File: src/hdl/arprr_pkg.sv
`default_nettype none
// ----------------------------------------------------------------------------
// ARP responder package
// Types, field constants and the reply byte table that the responder uses.
// ----------------------------------------------------------------------------
package arprr_pkg;

  localparam logic [15:0] HW_TYPE_ETHERNET = 16'h0001;
  localparam logic [15:0] PROTO_IPV4       = 16'h0800;
  localparam logic [15:0] OPCODE_REQUEST   = 16'h0001;
  localparam logic [15:0] OPCODE_REPLY     = 16'h0002;
  localparam logic [15:0] ETHERTYPE_ARP    = 16'h0806;
  localparam logic [7:0]  MAC_BYTES        = 8'd6;
  localparam logic [7:0]  IPV4_ADDR_BYTES  = 8'd4;

  localparam int unsigned POS_W     = 6;
  localparam logic [POS_W-1:0] POS_MAX    = 6'd63;
  localparam logic [POS_W-1:0] REPLY_LAST = 6'd41;

  localparam int unsigned JOB_DEPTH = 2;
  localparam int unsigned JOB_PTR_W = 1;

  localparam int unsigned CFG_IDX_W  = 1;
  localparam int unsigned CFG_DATA_W = 48;

  typedef enum logic [CFG_IDX_W-1:0] {
    CFG_LOCAL_MAC = 1'b0,
    CFG_LOCAL_IP  = 1'b1
  } cfg_idx_t;

  typedef struct packed {
    logic [47:0] peer_mac;
    logic [31:0] peer_ip;
  } job_t;

  typedef struct packed {
    logic not_empty;
    logic full;
  } job_status_t;

  function automatic logic [7:0] reply_byte(input job_t job, input logic [POS_W-1:0] idx,
                                            input logic [47:0] mac, input logic [31:0] ip);
    logic [7:0] b;
    b = 8'h00;
    unique case (idx)
      6'd0:  b = job.peer_mac[47:40];
      6'd1:  b = job.peer_mac[39:32];
      6'd2:  b = job.peer_mac[31:24];
      6'd3:  b = job.peer_mac[23:16];
      6'd4:  b = job.peer_mac[15:8];
      6'd5:  b = job.peer_mac[7:0];
      6'd6:  b = mac[47:40];
      6'd7:  b = mac[39:32];
      6'd8:  b = mac[31:24];
      6'd9:  b = mac[23:16];
      6'd10: b = mac[15:8];
      6'd11: b = mac[7:0];
      6'd12: b = ETHERTYPE_ARP[15:8];
      6'd13: b = ETHERTYPE_ARP[7:0];
      6'd14: b = HW_TYPE_ETHERNET[15:8];
      6'd15: b = HW_TYPE_ETHERNET[7:0];
      6'd16: b = PROTO_IPV4[15:8];
      6'd17: b = PROTO_IPV4[7:0];
      6'd18: b = MAC_BYTES;
      6'd19: b = IPV4_ADDR_BYTES;
      6'd20: b = OPCODE_REPLY[15:8];
      6'd21: b = OPCODE_REPLY[7:0];
      6'd22: b = mac[47:40];
      6'd23: b = mac[39:32];
      6'd24: b = mac[31:24];
      6'd25: b = mac[23:16];
      6'd26: b = mac[15:8];
      6'd27: b = mac[7:0];
      6'd28: b = ip[31:24];
      6'd29: b = ip[23:16];
      6'd30: b = ip[15:8];
      6'd31: b = ip[7:0];
      6'd32: b = job.peer_mac[47:40];
      6'd33: b = job.peer_mac[39:32];
      6'd34: b = job.peer_mac[31:24];
      6'd35: b = job.peer_mac[23:16];
      6'd36: b = job.peer_mac[15:8];
      6'd37: b = job.peer_mac[7:0];
      6'd38: b = job.peer_ip[31:24];
      6'd39: b = job.peer_ip[23:16];
      6'd40: b = job.peer_ip[15:8];
      6'd41: b = job.peer_ip[7:0];
      default: b = 8'h00;
    endcase
    return b;
  endfunction

endpackage
`default_nettype wire

File: src/hdl/arprr_front.sv
`default_nettype none
// ----------------------------------------------------------------------------
// ARP responder front end
// Tracks the byte position of the received frame, checks the request fields,
// captures the sender addresses and queues a reply job for a passing frame.
// ----------------------------------------------------------------------------
module arprr_front
  import arprr_pkg::*;
(
  input  wire logic        clk,
  input  wire logic        rst_n,
  input  wire logic        accept,
  input  wire logic [7:0]  in_byte,
  input  wire logic        in_last,
  input  wire logic [31:0] local_ip,
  output logic             push,
  output job_t             job
);

  logic [POS_W-1:0] pos_r, pos_nxt;
  logic             rejected_r, rejected_nxt;
  logic [47:0]      peer_mac_r, peer_mac_nxt;
  logic [31:0]      peer_ip_r, peer_ip_nxt;
  logic             mismatch;

  always_comb begin
    mismatch = 1'b0;
    unique case (pos_r)
      6'd14:   mismatch = (in_byte != HW_TYPE_ETHERNET[15:8]);
      6'd15:   mismatch = (in_byte != HW_TYPE_ETHERNET[7:0]);
      6'd16:   mismatch = (in_byte != PROTO_IPV4[15:8]);
      6'd17:   mismatch = (in_byte != PROTO_IPV4[7:0]);
      6'd20:   mismatch = (in_byte != OPCODE_REQUEST[15:8]);
      6'd21:   mismatch = (in_byte != OPCODE_REQUEST[7:0]);
      6'd38:   mismatch = (in_byte != local_ip[31:24]);
      6'd39:   mismatch = (in_byte != local_ip[23:16]);
      6'd40:   mismatch = (in_byte != local_ip[15:8]);
      6'd41:   mismatch = (in_byte != local_ip[7:0]);
      default: mismatch = 1'b0;
    endcase
  end

  always_comb begin
    peer_mac_nxt = peer_mac_r;
    peer_ip_nxt  = peer_ip_r;
    pos_nxt      = pos_r;
    rejected_nxt = rejected_r;
    push         = 1'b0;
    if (accept) begin
      if (pos_r >= 6'd22 && pos_r < 6'd28) begin
        peer_mac_nxt = {peer_mac_r[39:0], in_byte};
      end
      if (pos_r >= 6'd28 && pos_r < 6'd32) begin
        peer_ip_nxt = {peer_ip_r[23:0], in_byte};
      end
      if (in_last) begin
        push         = !(rejected_r || mismatch) && (pos_r >= REPLY_LAST);
        pos_nxt      = '0;
        rejected_nxt = 1'b0;
      end else begin
        pos_nxt      = (pos_r == POS_MAX) ? POS_MAX : pos_r + 6'd1;
        rejected_nxt = rejected_r || mismatch;
      end
    end
  end

  assign job.peer_mac = peer_mac_r;
  assign job.peer_ip  = peer_ip_r;

  always_ff @(posedge clk) begin
    if (!rst_n) begin
      pos_r      <= '0;
      rejected_r <= 1'b0;
      peer_mac_r <= '0;
      peer_ip_r  <= '0;
    end else begin
      pos_r      <= pos_nxt;
      rejected_r <= rejected_nxt;
      peer_mac_r <= peer_mac_nxt;
      peer_ip_r  <= peer_ip_nxt;
    end
  end

endmodule
`default_nettype wire

File: src/hdl/arprr_job_fifo.sv
`default_nettype none
// ----------------------------------------------------------------------------
// ARP responder job queue
// A short queue of pending reply jobs between the front and back ends.
// ----------------------------------------------------------------------------
module arprr_job_fifo
  import arprr_pkg::*;
(
  input  wire logic  clk,
  input  wire logic  rst_n,
  input  wire logic  push,
  input  job_t       job_in,
  input  wire logic  pop,
  output job_t       head,
  output job_status_t status
);

  job_t                 mem_r [JOB_DEPTH];
  logic [JOB_PTR_W-1:0] wr_ptr_r, wr_ptr_nxt;
  logic [JOB_PTR_W-1:0] rd_ptr_r, rd_ptr_nxt;
  logic [JOB_PTR_W:0]   count_r, count_nxt;
  logic                 do_push, do_pop;

  assign status.not_empty = (count_r != '0);
  assign status.full      = (count_r == (JOB_PTR_W+1)'(JOB_DEPTH));
  assign do_push          = push && !status.full;
  assign do_pop           = pop && status.not_empty;
  assign head             = mem_r[rd_ptr_r];

  always_comb begin
    wr_ptr_nxt = do_push ? wr_ptr_r + 1'b1 : wr_ptr_r;
    rd_ptr_nxt = do_pop ? rd_ptr_r + 1'b1 : rd_ptr_r;
    count_nxt  = count_r + (JOB_PTR_W+1)'(do_push) - (JOB_PTR_W+1)'(do_pop);
  end

  always_ff @(posedge clk) begin
    if (do_push) begin
      mem_r[wr_ptr_r] <= job_in;
    end
  end

  always_ff @(posedge clk) begin
    if (!rst_n) begin
      wr_ptr_r <= '0;
      rd_ptr_r <= '0;
      count_r  <= '0;
    end else begin
      wr_ptr_r <= wr_ptr_nxt;
      rd_ptr_r <= rd_ptr_nxt;
      count_r  <= count_nxt;
    end
  end

endmodule
`default_nettype wire

File: src/hdl/arprr_back.sv
`default_nettype none
// ----------------------------------------------------------------------------
// ARP responder back end
// Streams the 42 bytes of a reply for the job at the head of the queue
// through an output register.
// ----------------------------------------------------------------------------
module arprr_back
  import arprr_pkg::*;
(
  input  wire logic        clk,
  input  wire logic        rst_n,
  input  job_t             head,
  input  job_status_t      status,
  input  wire logic [47:0] local_mac,
  input  wire logic [31:0] local_ip,
  output logic             pop,
  output logic             out_valid,
  input  wire logic        out_ready,
  output logic [7:0]       out_byte,
  output logic             out_last
);

  logic [POS_W-1:0] idx_r, idx_nxt;
  logic             valid_r, valid_nxt;
  logic [7:0]       byte_r, byte_nxt;
  logic             last_r, last_nxt;
  logic             load;

  assign load = !valid_r || out_ready;

  always_comb begin
    idx_nxt   = idx_r;
    valid_nxt = valid_r;
    byte_nxt  = byte_r;
    last_nxt  = last_r;
    pop       = 1'b0;
    if (load) begin
      valid_nxt = status.not_empty;
      if (status.not_empty) begin
        byte_nxt = reply_byte(head, idx_r, local_mac, local_ip);
        last_nxt = (idx_r == REPLY_LAST);
        if (idx_r == REPLY_LAST) begin
          idx_nxt = '0;
          pop     = 1'b1;
        end else begin
          idx_nxt = idx_r + 6'd1;
        end
      end
    end
  end

  always_ff @(posedge clk) begin
    byte_r <= byte_nxt;
    last_r <= last_nxt;
  end

  always_ff @(posedge clk) begin
    if (!rst_n) begin
      idx_r   <= '0;
      valid_r <= 1'b0;
    end else begin
      idx_r   <= idx_nxt;
      valid_r <= valid_nxt;
    end
  end

  assign out_valid = valid_r;
  assign out_byte  = byte_r;
  assign out_last  = last_r;

endmodule
`default_nettype wire

File: src/hdl/arp_request_responder.sv
`default_nettype none
// ----------------------------------------------------------------------------
// ARP request responder
// Answers ARP requests for the local IPv4 address with a 42-byte ARP reply.
// ----------------------------------------------------------------------------
// Received frame bytes are taken at one byte per cycle while the input is not
// stalled. When the last byte of a request for local_ip arrives, a reply job is
// queued and the back end then sends the 42 reply bytes at one byte per cycle
// from its output register while the receiver is ready. Up to two reply jobs wait
// in the queue; while it is full the input stalls. Configuration writes are
// accepted in every cycle and are registered before they take effect.
module arp_request_responder
  import arprr_pkg::*;
(
  input  wire logic                  clk,
  input  wire logic                  rst_n,
  input  wire logic                  in_valid,
  output logic                       in_ready,
  input  wire logic [7:0]            in_byte,
  input  wire logic                  in_last,
  output logic                       out_valid,
  input  wire logic                  out_ready,
  output logic [7:0]                 out_byte,
  output logic                       out_last,
  input  wire logic                  cfg_valid,
  output logic                       cfg_ready,
  input  wire logic [CFG_IDX_W-1:0]  cfg_index,
  input  wire logic [CFG_DATA_W-1:0] cfg_data
);

  logic [47:0] local_mac_r, local_mac_nxt;
  logic [31:0] local_ip_r, local_ip_nxt;
  logic        in_accept;
  logic        push;
  logic        pop;
  job_t        job;
  job_t        head;
  job_status_t status;

  assign cfg_ready = 1'b1;
  assign in_ready  = !status.full;
  assign in_accept = in_valid && in_ready;

  always_comb begin
    local_mac_nxt = local_mac_r;
    local_ip_nxt  = local_ip_r;
    if (cfg_valid) begin
      unique case (cfg_idx_t'(cfg_index))
        CFG_LOCAL_MAC: local_mac_nxt = cfg_data[47:0];
        CFG_LOCAL_IP:  local_ip_nxt  = cfg_data[31:0];
        default:       local_mac_nxt = local_mac_r;
      endcase
    end
  end

  always_ff @(posedge clk) begin
    if (!rst_n) begin
      local_mac_r <= '0;
      local_ip_r  <= '0;
    end else begin
      local_mac_r <= local_mac_nxt;
      local_ip_r  <= local_ip_nxt;
    end
  end

  arprr_front u_front (
    .clk      (clk),
    .rst_n    (rst_n),
    .accept   (in_accept),
    .in_byte  (in_byte),
    .in_last  (in_last),
    .local_ip (local_ip_r),
    .push     (push),
    .job      (job)
  );

  arprr_job_fifo u_fifo (
    .clk    (clk),
    .rst_n  (rst_n),
    .push   (push),
    .job_in (job),
    .pop    (pop),
    .head   (head),
    .status (status)
  );

  arprr_back u_back (
    .clk       (clk),
    .rst_n     (rst_n),
    .head      (head),
    .status    (status),
    .local_mac (local_mac_r),
    .local_ip  (local_ip_r),
    .pop       (pop),
    .out_valid (out_valid),
    .out_ready (out_ready),
    .out_byte  (out_byte),
    .out_last  (out_last)
  );

endmodule
`default_nettype wire

File: config.mk
export PLATFORM = sky130hd
export DESIGN_NAME = arp_request_responder
export DESIGN_NICKNAME = d
export VERILOG_FILES = /design/src/hdl/arprr_pkg.sv /design/src/hdl/arprr_front.sv /design/src/hdl/arprr_job_fifo.sv /design/src/hdl/arprr_back.sv /design/src/hdl/arp_request_responder.sv
export SDC_FILE = /design/constraint.sdc
export NUM_CORES = 1
export LEC_CHECK = 0
export ABC_AREA = 1
export BUFFER_PORTS_ARGS = -buffer_cell sky130_fd_sc_hd__buf_2
export CAP_MARGIN = 20
export CORE_ASPECT_RATIO = 0.9
export CORE_UTILIZATION = 55
export DETAILED_ROUTE_END_ITERATION = 8
export MAX_ROUTING_LAYER = met4
export PLACE_DENSITY = 0.76
export SYNTH_ARGS = -nofsm -noshare
export SYNTH_HDL_FRONTEND = slang
export SYNTH_SLANG_ARGS = --single-unit
File: constraint.sdc
create_clock -name clk -period 6.7 [get_ports clk]
set_clock_uncertainty 0.15 [all_clocks]
set_input_delay 1.005 -clock clk [delete_from_list [all_inputs] [get_ports clk]]
set_output_delay 1.005 -clock clk [all_outputs]
set_load 0.01 [all_outputs]
==> reports/metrics.yaml, run 1 <==
worst_setup_path:
  rrSetupSlack_ns: 2.81
  critPathMaxFanout: 50
  r2r-end: "u_fifo.mem_r[1][44]"
  crit_slowest_cell: "buf_4"
  critical-path-max-stage-delay_ns: 0.68
  path_cells: "inv_1 -> ha_1 -> nand3_1 -> nor2_2 -> a21oi_1 -> nand2_1 -> nand2_1 -> nand2_1 -> nand2_1 -> nor2_1 -> nand2_1 -> nand2_1 -> nand4_1 -> clkinv_2 -> buf_4"
  path_class: "reg2reg"
  critPathArrivalTime_ns: 3.90
  r2r_cells: 15
  crit_path_end_kind: "flip-flop"
  worstPathRequired_ns: 6.71
  timing.rr.start: "u_front.pos_r[1]"
  path_common_cell: "nand2_1"
  critPathLaunchType: "flip-flop"
  crit_buf_inv: 3
  crit_family: "simple AND/OR/NAND/NOR gates"
worst_hold_path:
  min_delay_worst_endpoint: "u_fifo.mem_r[1][79]"
  hp-class: "reg2reg"
  min-delay-start: "u_front.peer_mac_r[47]"
  holdPathStages: 0
finish:
  syn_to_final_growth_pct: 14.4
  n_fill_cell: 2035
  register_area_um2: 8660
  multi_input_area_um2: 4810
  diodes: 0
  fin_cells: 1982
  nets: 1686
  drive_above_1_share: 0.103
  finish.utilization: 0.642
detailed_routing:
  firstDrtPassIters: 5
  drt_iter0_markers: 1578
  num_vias: 11460
  wl_per_cell_um: 20.1
  ant_nets: 0
  drc: 0
  via_per_inst: 5.78
  routed_wl_um: 39900
clock_tree:
  ctsHtreeMaxLevel: 2
  clkLatencyLatePin_ns: 0.53
  post_cts_resize_count: 0
  postCtsHoldBufs: 0
  cts_setup_buffers: 0
  cts_tree: "built"
  clk_pin_slew_ns: 0.07
  cts_sinks: 348
  numCtsBuffers: 36
  cts.root.buffer_cell: "clkbuf_16"
  cts_buffer_depth: 3
synth:
  synth_edf_count: 169
  synth_cell_type_count: 47
  synth_fp_nets: 1622
  synth_cells: 1548
  ys_seq_area_frac: 0.615
  synth.most_common_cell: "nor2_1"
  synth_top_cell_area_share: 0.360
  synthFlopType: "dfxtp_1"
  synth_top_cell_by_area: "edfxtp_1"
  ys_ff_latch: 348
  ys_warn_count: 0
  synthTopCellsByCount: "nor2_1 (335), nand2_1 (260), dfxtp_1 (179)"
  async_flop_share: 0
  yosys-top-cells-area: "edfxtp_1 (36%), dfxtp_1 (25%), nor2_1 (8.9%), nand2_1 (6.9%), o21ai_0 (6.2%)"
  synth_area_um2: 14100
  syn_avg_cell_area_um2: 9.10
power_and_ir_drop:
  p_leak_nw: 6.36
  comb_power_share: 0.028
  total_power_mw: 4.56
  pwr-share-seq: 0.497
  p_sw_frac: 0.206
  peakVddDrop_uv: 222
  powerDensity_nw_per_um2: 283
  intPower_mw: 3.62
  power.switching_mw: 0.940
  clkPwrFrac: 0.476
global_route:
  antenna_found_initial: 0
  track_usage: 0.319
  grt_pass1_wl_um: 60500
  grt_max_degree: 90
  first_global_vias: 10425
  grt-ovfl-total: 0
timing:
  slew_violations: 0
  finalSetupTns_ns: 0
  max_slew.worst_pin.slew_ns: 1.14
  clock.fmax_ghz: 0.257
  slew_headroom: 0.217
  fin_crit_sh: 0.581
  rsz0062_at_grt: "no"
  final-setup-viol-count: 0
  hold_violations: 0
  final.min_clock_period_ns: 3.89
  fin_ws_ns: 2.81
outcome:
  status: "complete, no violations"
placed_design:
  place_congestion: 0.970
  dpl.hpwl_um: 26800
  pre_cts_ws_ns: 2.64
  dp_cells: 1914
  io_buffers: 73
die:
  num_io_pins: 75
  fp.coreArea_um2: 25100
  dieArea_um2: 26300
  die_x_um: 171
  rows: 55
  die_h_um: 154
  initial_core_util: 0.561
run:
  maxCapViolations: 0
## placed cells by master (no fill, tap or decap), drive strengths merged, types with 2 or more instances in the layout
cell type / count
clkbuf: 50
ha: 11
edfxtp: 169
nand4: 16
o21ai: 175
a2111oi: 8
nand3: 36
nor4: 11
dfxtp: 179
mux2i: 4
xor2: 3
a32o: 5
and2: 2
buf: 94
nor2: 339
nand3b: 5
a221oi: 4
clkinvlp: 2
a22o: 5
mux2: 2
a22oi: 7
clkinv: 9
bufinv: 6
o211ai: 3
a211oi: 6
nand2: 261
a21oi: 96
o22ai: 7
nor3: 19
inv: 95
## sequential cells by signal, summed over array words and instances, names as in the netlist, named ones only
name,cells
u_back.out_last,1
u_fifo.mem_r,160
u_front.peer_mac_r,48
local_ip_r,32
u_back.idx_r,6
u_fifo.rd_ptr_r,1
u_back.out_byte,8
u_front.rejected_r,1
u_fifo.wr_ptr_r,1
u_fifo.count_r,2
u_front.peer_ip_r,32
u_front.pos_r,6
u_back.out_valid,1
local_mac_r,48
## through the flow
| step | hold slack (ns) | area (um^2) |
|---|---|---|
| floorplan | 0.270 | 14100 |
| global placement | 0.277 | 14800 |
| detailed placement | 0.282 | 14800 |
| CTS | 0.298 | 16100 |
| global route | 0.314 | 16100 |
| finish | 0.302 | 16100 |
## kinds of logic (layout without fill, tap and decap cells)
kind of cell / Yosys count / in the layout / synth area share
compound gates: 323 / 323 / 0.126
xor+xnor: 3 / 3 / 0.00187
fa+ha+maj: 11 / 11 / 0.00977
buf+inv: 164 / 256 / 0.0452
flops: 348 / 348 / 0.615
mux: 6 / 6 / 0.00444
other cells: 1 / 1 / 0.000266
simple gates: 692 / 692 / 0.198
## power by group through the flow
| stage | logic [mW] | registers [mW] | clock network, mW |
|---|---|---|---|
| after floorplan | 0.0715 | 2.30 | 0 |
| after CTS | 0.123 | 2.26 | 2.19 |
| after global routing | 0.138 | 2.26 | 2.28 |
| after detailed placement | 0.122 | 2.31 | 0 |
| after global placement | 0.120 | 2.31 | 0 |
| final | 0.126 | 2.26 | 2.17 |
## layer usage
metal | track usage | vias to the layer above | part of all wire
met3 | 0.0721 | 63 | 0.10
met1 | 0.445 | 5443 | 0.43
met2 | 0.460 | 580 | 0.45
li1 | - | 5374 | -
met5 | - | - | 0
met4 | 0.103 | 0 | 0.028
## worst register-to-register path: stages (launching register included)
cell      delay [ns]
dfxtp_1         0.37
inv_1           0.13
ha_1            0.22
nand3_1         0.25
nor2_2          0.34
a21oi_1         0.14
nand2_1         0.08
nand2_1         0.04
nand2_1         0.07
nand2_1         0.05
nor2_1          0.14
nand2_1         0.08
nand2_1         0.13
nand4_1         0.15
clkinv_2        0.47
buf_4           0.70
## worst max-delay path by stage
stage                           from              endpoint  slack, ns  cells past startpoint
floorplan                 in_byte[0]    u_fifo.mem_r[0][0]       1.01                      5
global placement            in_valid  u_front.peer_ip_r[3]       2.74                      7
detailed placement          in_valid  u_front.peer_ip_r[0]       2.64                      7
CTS                 u_front.pos_r[1]   u_fifo.mem_r[1][72]       2.87                     15
global route        u_front.pos_r[0]   u_fifo.mem_r[1][60]       2.43                     15
finish              u_front.pos_r[1]   u_fifo.mem_r[1][44]       2.81                     15
## cell type report
type | instances | area share
Sequential cell | 348 | 0.537
Multi-Input combinational cell | 1036 | 0.298
Clock buffer | 50 | 0.0650
Timing Repair Buffer | 94 | 0.0346
Tap cell | 342 | 0.0265
Inverter | 96 | 0.0224
Clock inverter | 16 | 0.0158
Note: power is estimated with default switching activity, not from simulation.
==> run 2, diff against run 1 <==
Clock period 6.7 ns to 3.95 ns, I/O delays scaled along.
==> run 2 against run 1 <==
Effect of this change: non-clock buffer count rose by 6; first-iteration DRC count fell by 10%; maximum frequency rose by 21%; clock power rose by 47%.
==> reports/metrics.yaml, run 2 (synthesis gave the netlist of run 1 again) <==
outcome:
  status: "complete, no violations"  # unchanged
clock_tree:
  numCtsBuffers: 34  # was 36
  clkLatencyLatePin_ns: 0.54  # was 0.53 ns
  cts_setup_buffers: 0  # unchanged
  postCtsHoldBufs: 0  # unchanged
  cts_tree: "built"  # unchanged
  ctsHtreeMaxLevel: 2  # unchanged
  cts_buffer_depth: 3  # unchanged
  cts_sinks: 348  # unchanged
  post_cts_resize_count: 0  # unchanged
  cts.root.buffer_cell: "clkbuf_16"  # unchanged
  clk_pin_slew_ns: 0.06  # was 0.07 ns
finish:
  regMostFlops: "u_fifo.mem_r"  # unchanged
  biggestRegsByFlops: "u_fifo.mem_r: 160 flops, local_mac_r: 48 flops, u_front.peer_mac_r: 48 flops"  # unchanged
  n_fill_cell: 2093  # was 2035
  diodes: 0  # unchanged
  final_common_cell: "nor2_1"  # unchanged
  nets: 1690  # was 1686
  register_area_um2: 8660  # unchanged
  multi_input_area_um2: 4810  # unchanged
  largest_reg_flops: 160  # unchanged
  fin_cells: 1983  # was 1982
  drive_above_1_share: 0.102  # was 0.103
  syn_to_final_growth_pct: 13.2  # was 14.4%
  layout_common_cells: "nor2_1 (333), nand2_1 (260), dfxtp_1 (178)"  # unchanged
detailed_routing:
  firstDrtPassIters: 6  # was 5
  drc: 0  # unchanged
  drt_iter0_markers: 1418  # was 1578
  num_vias: 11459  # was 11460
  routed_wl_um: 39900  # about the same
  ant_nets: 0  # unchanged
  wl_per_cell_um: 20.1  # about the same
  via_per_inst: 5.78  # about the same
worst_setup_path:
  path_common_cell: "nand2_1"  # unchanged
  path_class: "reg2reg"  # unchanged
  crit_slowest_cell: "dfxtp_1"  # was buf_4
  path_cells: "inv_1 -> ha_1 -> nand3_1 -> nor2_2 -> nor2_1 -> nand3_1 -> nand2_1 -> nand2_1 -> nand3_1 -> nor2_1 -> nand2_1 -> nand2_1 -> nand3_2 -> nor2_4 -> buf_12"  # was inv_1 -> ha_1 -> nand3_1 -> nor2_2 -> a21oi_1 -> nand2_1 -> nand2_1 -> nand2_1 -> nand2_1 -> nor2_1 -> nand2_1 -> nand2_1 -> nand4_1 -> clkinv_2 -> buf_4
  worstPathRequired_ns: 3.96  # was 6.71 ns
  crit_path_end_kind: "flip-flop"  # unchanged
  crit_family: "simple AND/OR/NAND/NOR gates"  # unchanged
  critical-path-max-stage-delay_ns: 0.36  # was 0.68 ns
  critPathMaxFanout: 80  # was 50
  critPathLaunchType: "flip-flop"  # unchanged
  crit_buf_inv: 2  # was 3
  critPathArrivalTime_ns: 3.23  # was 3.90 ns
run:
  maxCapViolations: 0  # unchanged
placed_design:
  dp_cells: 1921  # was 1914
  dpl.hpwl_um: 27000  # was 26800 um
  place_congestion: 0.976  # was 0.970
  io_buffers: 73  # unchanged
global_route:
  grt_max_degree: 81  # was 90
  first_global_vias: 10584  # was 10425
  track_usage: 0.320  # was 0.319
  antenna_found_initial: 0  # unchanged
  grt-ovfl-total: 0  # unchanged
  grt_pass1_wl_um: 60900  # was 60500 um
timing:
  clock.fmax_ghz: 0.311  # was 0.257 GHz
  fin_crit_sh: 0.815  # was 0.581
  final-setup-viol-count: 0  # unchanged
  finalSetupTns_ns: 0  # unchanged
  hold_violations: 0  # unchanged
  slew_violations: 0  # unchanged
  final.min_clock_period_ns: 3.22  # was 3.89 ns
  rsz0062_at_grt: "no"  # unchanged
  max_slew.worst_pin.slew_ns: 0.881  # was 1.14 ns
  slew_headroom: 0.397  # was 0.217
power_and_ir_drop:
  peakVddDrop_uv: 524  # was 222 uV
  powerDensity_nw_per_um2: 455  # was 283 nW/um^2
  p_leak_nw: 6.11  # was 6.36 nW
worst_hold_path:
  hp-class: "in2reg"  # was reg2reg
die:
  die_x_um: 171  # unchanged
  initial_core_util: 0.561  # unchanged
  rows: 55  # unchanged
  fp.coreArea_um2: 25100  # unchanged
  num_io_pins: 75  # unchanged
  die_h_um: 154  # unchanged
  dieArea_um2: 26300  # unchanged
==> run 2: area by class of cell <==
cell class / count / share of cell area
flip-flops and latches: 348 / 0.543
repair buffers: 100 / 0.0384
multi-input cells: 1036 / 0.302
well taps: 342 / 0.0268
inverters: 96 / 0.0227
clock inverters: 18 / 0.0117
clock buffers: 43 / 0.0561
==> run 2: path summary, 6_finish.rpt <==
path / start / to / slack, ns / cells after the start
max: u_front.pos_r[1] / u_fifo.mem_r[0][58] / 0.73 / 15
min: cfg_data[34] / local_mac_r[34] / 0.13 / 3
max reg2reg: u_front.pos_r[1] / u_fifo.mem_r[0][58] / 0.73 / 15
min reg2reg: u_front.peer_mac_r[47] / u_fifo.mem_r[1][79] / 0.30 / 0
==> run 2: through the flow <==
step | util | setup slack [ns] | total power, mW | instance area, um^2 | hold WS, ns
6_report | 0.635 | 0.730 | 7.26 | 16000 | 0.128
5_1_grt | 0.635 | 0.440 | 7.45 | 16000 | 0.134
4_1_cts | 0.635 | 0.808 | 7.27 | 15900 | 0.128
3_5_place_dp | 0.592 | 0.827 | 4.13 | 14900 | 0.284
3_3_place_gp | 0.592 | 0.871 | 4.12 | 14900 | 0.281
2_1_floorplan | - | 0.151 | 4.02 | 14100 | 0.270
==> run 2: worst min-delay path, cell delays in order <==
cell and delay [ns]:
buf_2 0.08, nor2_1 0.03, nor2_1 0.08
==> run 2: per-layer routing <==
layer  GRT usage  part of all wire
met1       0.467              0.44
met2       0.443              0.43
met3      0.0613             0.099
met4       0.114             0.034
met5           -                 0
==> run 2: report_power, final <==
part	leakage, nW	switching (mW)	internal, mW	total [mW]
Combinational	2.95	0.152	0.0684	0.221
Clock	0.522	1.38	1.82	3.20
Sequential	2.64	0.0375	3.80	3.84
==> run 3, diff against run 2 <==
Clock period 3.95 ns to 3.2 ns, I/O delays scaled along.
==> run 3 against run 2 <==
Effect of this change: total power increased by 23%; largest power group unchanged; sequential share of layout area down 0.99 points; largest cell class unchanged; clock power is 23% higher; die area unchanged.
==> reports/metrics.yaml, run 3 (synthesis gave the netlist of run 1 again) <==
clock_tree:
  ctsHtreeMaxLevel: 2  # unchanged
  clkLatencyLatePin_ns: 0.52  # was 0.54 ns
  cts_setup_buffers: 0  # unchanged
  cts_tree: "built"  # unchanged
  clk_pin_slew_ns: 0.06  # about the same
  postCtsHoldBufs: 0  # unchanged
  numCtsBuffers: 35  # was 34
  cts_sinks: 348  # unchanged
  cts_buffer_depth: 3  # unchanged
  cts.root.buffer_cell: "clkbuf_16"  # unchanged
  post_cts_resize_count: 0  # unchanged
worst_setup_path:
  path_common_cell: "nand2_1"  # unchanged
  critPathArrivalTime_ns: 2.99  # was 3.23 ns
  path_cells: "inv_2 -> nor2_2 -> nand3_1 -> nor2_1 -> nor2_1 -> nand2_1 -> nand2_1 -> nand2_1 -> nand2_1 -> nor2_1 -> nand2_1 -> nand2_2 -> nand3_2 -> nor2_4 -> buf_4"  # was inv_1 -> ha_1 -> nand3_1 -> nor2_2 -> nor2_1 -> nand3_1 -> nand2_1 -> nand2_1 -> nand3_1 -> nor2_1 -> nand2_1 -> nand2_1 -> nand3_2 -> nor2_4 -> buf_12
  r2r-end: "u_fifo.mem_r[0][52]"  # was u_fifo.mem_r[0][58]
  path_class: "reg2reg"  # unchanged
  critPathMaxFanout: 12  # was 80
  crit_slowest_cell: "dfxtp_1"  # unchanged
  worstPathRequired_ns: 3.25  # was 3.96 ns
  crit_family: "simple AND/OR/NAND/NOR gates"  # unchanged
  r2r_cells: 15  # unchanged
  rrSetupSlack_ns: 0.26  # was 0.73 ns
  critical-path-max-stage-delay_ns: 0.45  # was 0.36 ns
  crit_buf_inv: 2  # unchanged
  timing.rr.start: "u_front.pos_r[2]"  # was u_front.pos_r[1]
  crit_path_end_kind: "flip-flop"  # unchanged
  critPathLaunchType: "flip-flop"  # unchanged
finish:
  regMostFlops: "u_fifo.mem_r"  # unchanged
  n_fill_cell: 2015  # was 2093
  layout_common_cells: "nor2_1 (332), nand2_1 (259), dfxtp_1 (176)"  # was nor2_1 (333), nand2_1 (260), dfxtp_1 (178)
  biggestRegsByFlops: "u_fifo.mem_r: 160 flops, local_mac_r: 48 flops, u_front.peer_mac_r: 48 flops"  # unchanged
  nets: 1705  # was 1690
  largest_reg_flops: 160  # unchanged
  post-route-cell-area_um2: 16300  # was 16000 um^2
  fin_cells: 1999  # was 1983
  drive_above_1_share: 0.117  # was 0.102
  final_common_cell: "nor2_1"  # unchanged
  syn_to_final_growth_pct: 15.4  # was 13.2%
run:
  maxCapViolations: 0  # unchanged
timing:
  clock.fmax_ghz: 0.340  # was 0.311 GHz
  rsz0062_at_grt: "no"  # unchanged
  finalSetupTns_ns: 0  # unchanged
  final-setup-viol-count: 0  # unchanged
  timing.hold.ws_ns: 0.0275  # was 0.128 ns
  final.min_clock_period_ns: 2.94  # was 3.22 ns
  max_slew.worst_pin.slew_ns: 0.977  # was 0.881 ns
  hold_violations: 0  # unchanged
  slew_violations: 0  # unchanged
  fin_crit_sh: 0.918  # was 0.815
  slew_headroom: 0.346  # was 0.397
global_route:
  antenna_found_initial: 2  # was 0
  track_usage: 0.315  # was 0.320
  first_global_vias: 10729  # was 10584
  grt_pass1_wl_um: 60600  # was 60900 um
  grt-ovfl-total: 0  # unchanged
  grt_max_degree: 81  # unchanged
die:
  initial_core_util: 0.561  # unchanged
  die_h_um: 154  # unchanged
  dieArea_um2: 26300  # unchanged
  rows: 55  # unchanged
  num_io_pins: 75  # unchanged
  die_x_um: 171  # unchanged
  fp.coreArea_um2: 25100  # unchanged
worst_hold_path:
  hp-class: "in2reg"  # unchanged
  holdPathStages: 3  # unchanged
  min_delay_worst_endpoint: "local_mac_r[46]"  # was local_mac_r[34]
  min-delay-start: "cfg_data[46]"  # was cfg_data[34]
placed_design:
  io_buffers: 73  # unchanged
  placed_area_um2: 15200  # was 14900 um^2
  dpl.hpwl_um: 27500  # was 27000 um
  dp_cells: 1936  # was 1921
  place_congestion: 1.00  # was 0.976
power_and_ir_drop:
  p_sw_frac: 0.210  # was 0.216
  comb_power_share: 0.031  # was 0.030
  total_power_mw: 8.94  # was 7.26 mW
  p_leak_nw: 6.21  # was 6.11 nW
  intPower_mw: 7.06  # was 5.69 mW
  power.switching_mw: 1.88  # was 1.57 mW
  pwr-share-seq: 0.530  # was 0.529
  clkPwrFrac: 0.439  # was 0.441
  peakVddDrop_uv: 456  # was 524 uV
  powerDensity_nw_per_um2: 550  # was 455 nW/um^2
detailed_routing:
  drc: 0  # unchanged
  via_per_inst: 5.73  # was 5.78
  ant_nets: 0  # unchanged
  drt_iter0_markers: 1478  # was 1418
  routed_wl_um: 39600  # was 39900 um
  wl_per_cell_um: 19.8  # was 20.1 um
  firstDrtPassIters: 5  # was 6
  num_vias: 11450  # was 11459
outcome:
  status: "complete, no violations"  # unchanged
==> run 3: changes by cell type in the layout (fill, tap and decap cells not counted), moves of 4 or more <==
cell	change
buf_12	+6
buf_4	+9
clkbuf_1	+6
clkinv_1	-4
ha_1	-4
ha_4	+4
nand3_1	-4
nor2_4	+4
==> run 3: through the flow <==
| step | util | setup WS (ns) |
|---|---|---|
| 2_1_floorplan | - | -0.0910 |
| 3_5_place_dp | 0.604 | 0.303 |
| 3_3_place_gp | 0.604 | 0.329 |
| 4_1_cts | 0.647 | 0.294 |
| 5_1_grt | 0.647 | 0.0163 |
| 6_report | 0.647 | 0.261 |
==> run 3: tightest hold or removal path: cells and delay by family <==
family	cells	cell delay, ns
AND/OR/NAND/NOR	2	0.11
buffers and inverters	1	0.08
==> run 3: worst max-delay path by stage <==
stage / startpoint / endpoint / cells after the start
final: u_front.pos_r[2] / u_fifo.mem_r[0][52] / 15
after global routing: u_front.pos_r[3] / u_fifo.mem_r[0][52] / 15
after CTS: u_front.pos_r[2] / u_fifo.mem_r[0][52] / 14
after detailed placement: u_front.pos_r[2] / u_fifo.mem_r[0][51] / 14
after global placement: u_front.pos_r[2] / u_fifo.mem_r[0][51] / 14
after floorplan: u_front.pos_r[0] / u_fifo.mem_r[0][0] / 15
==> run 3: layout make-up <==
class / count / area (um^2) / area share
Sequential cell: 348 / 8670 / 0.533
Multi-Input combinational cell: 1036 / 4930 / 0.303
Clock buffer: 53 / 983 / 0.0605
Tap cell: 342 / 428 / 0.0263
Timing Repair Buffer: 114 / 788 / 0.0485
Antenna cell: 2 / 5.00 / 0.000308
Inverter: 96 / 367 / 0.0225
Clock inverter: 8 / 92.6 / 0.00569
==> run 3: layer usage <==
layer / global-route usage / vias up / share of wire
li1: - / 5410 / -
met1: 0.440 / 5397 / 0.42
met2: 0.463 / 570 / 0.45
met3: 0.0556 / 73 / 0.097
met4: 0.106 / 0 / 0.030
met5: - / - / 0
==> run 3: power groups by stage <==
stage	clock network, mW	logic, mW	registers [mW]
floorplan	0	0.154	4.81
global placement	0	0.263	4.83
detailed placement	0	0.265	4.83
CTS	3.97	0.267	4.74
global route	4.15	0.299	4.74
finish	3.93	0.275	4.74
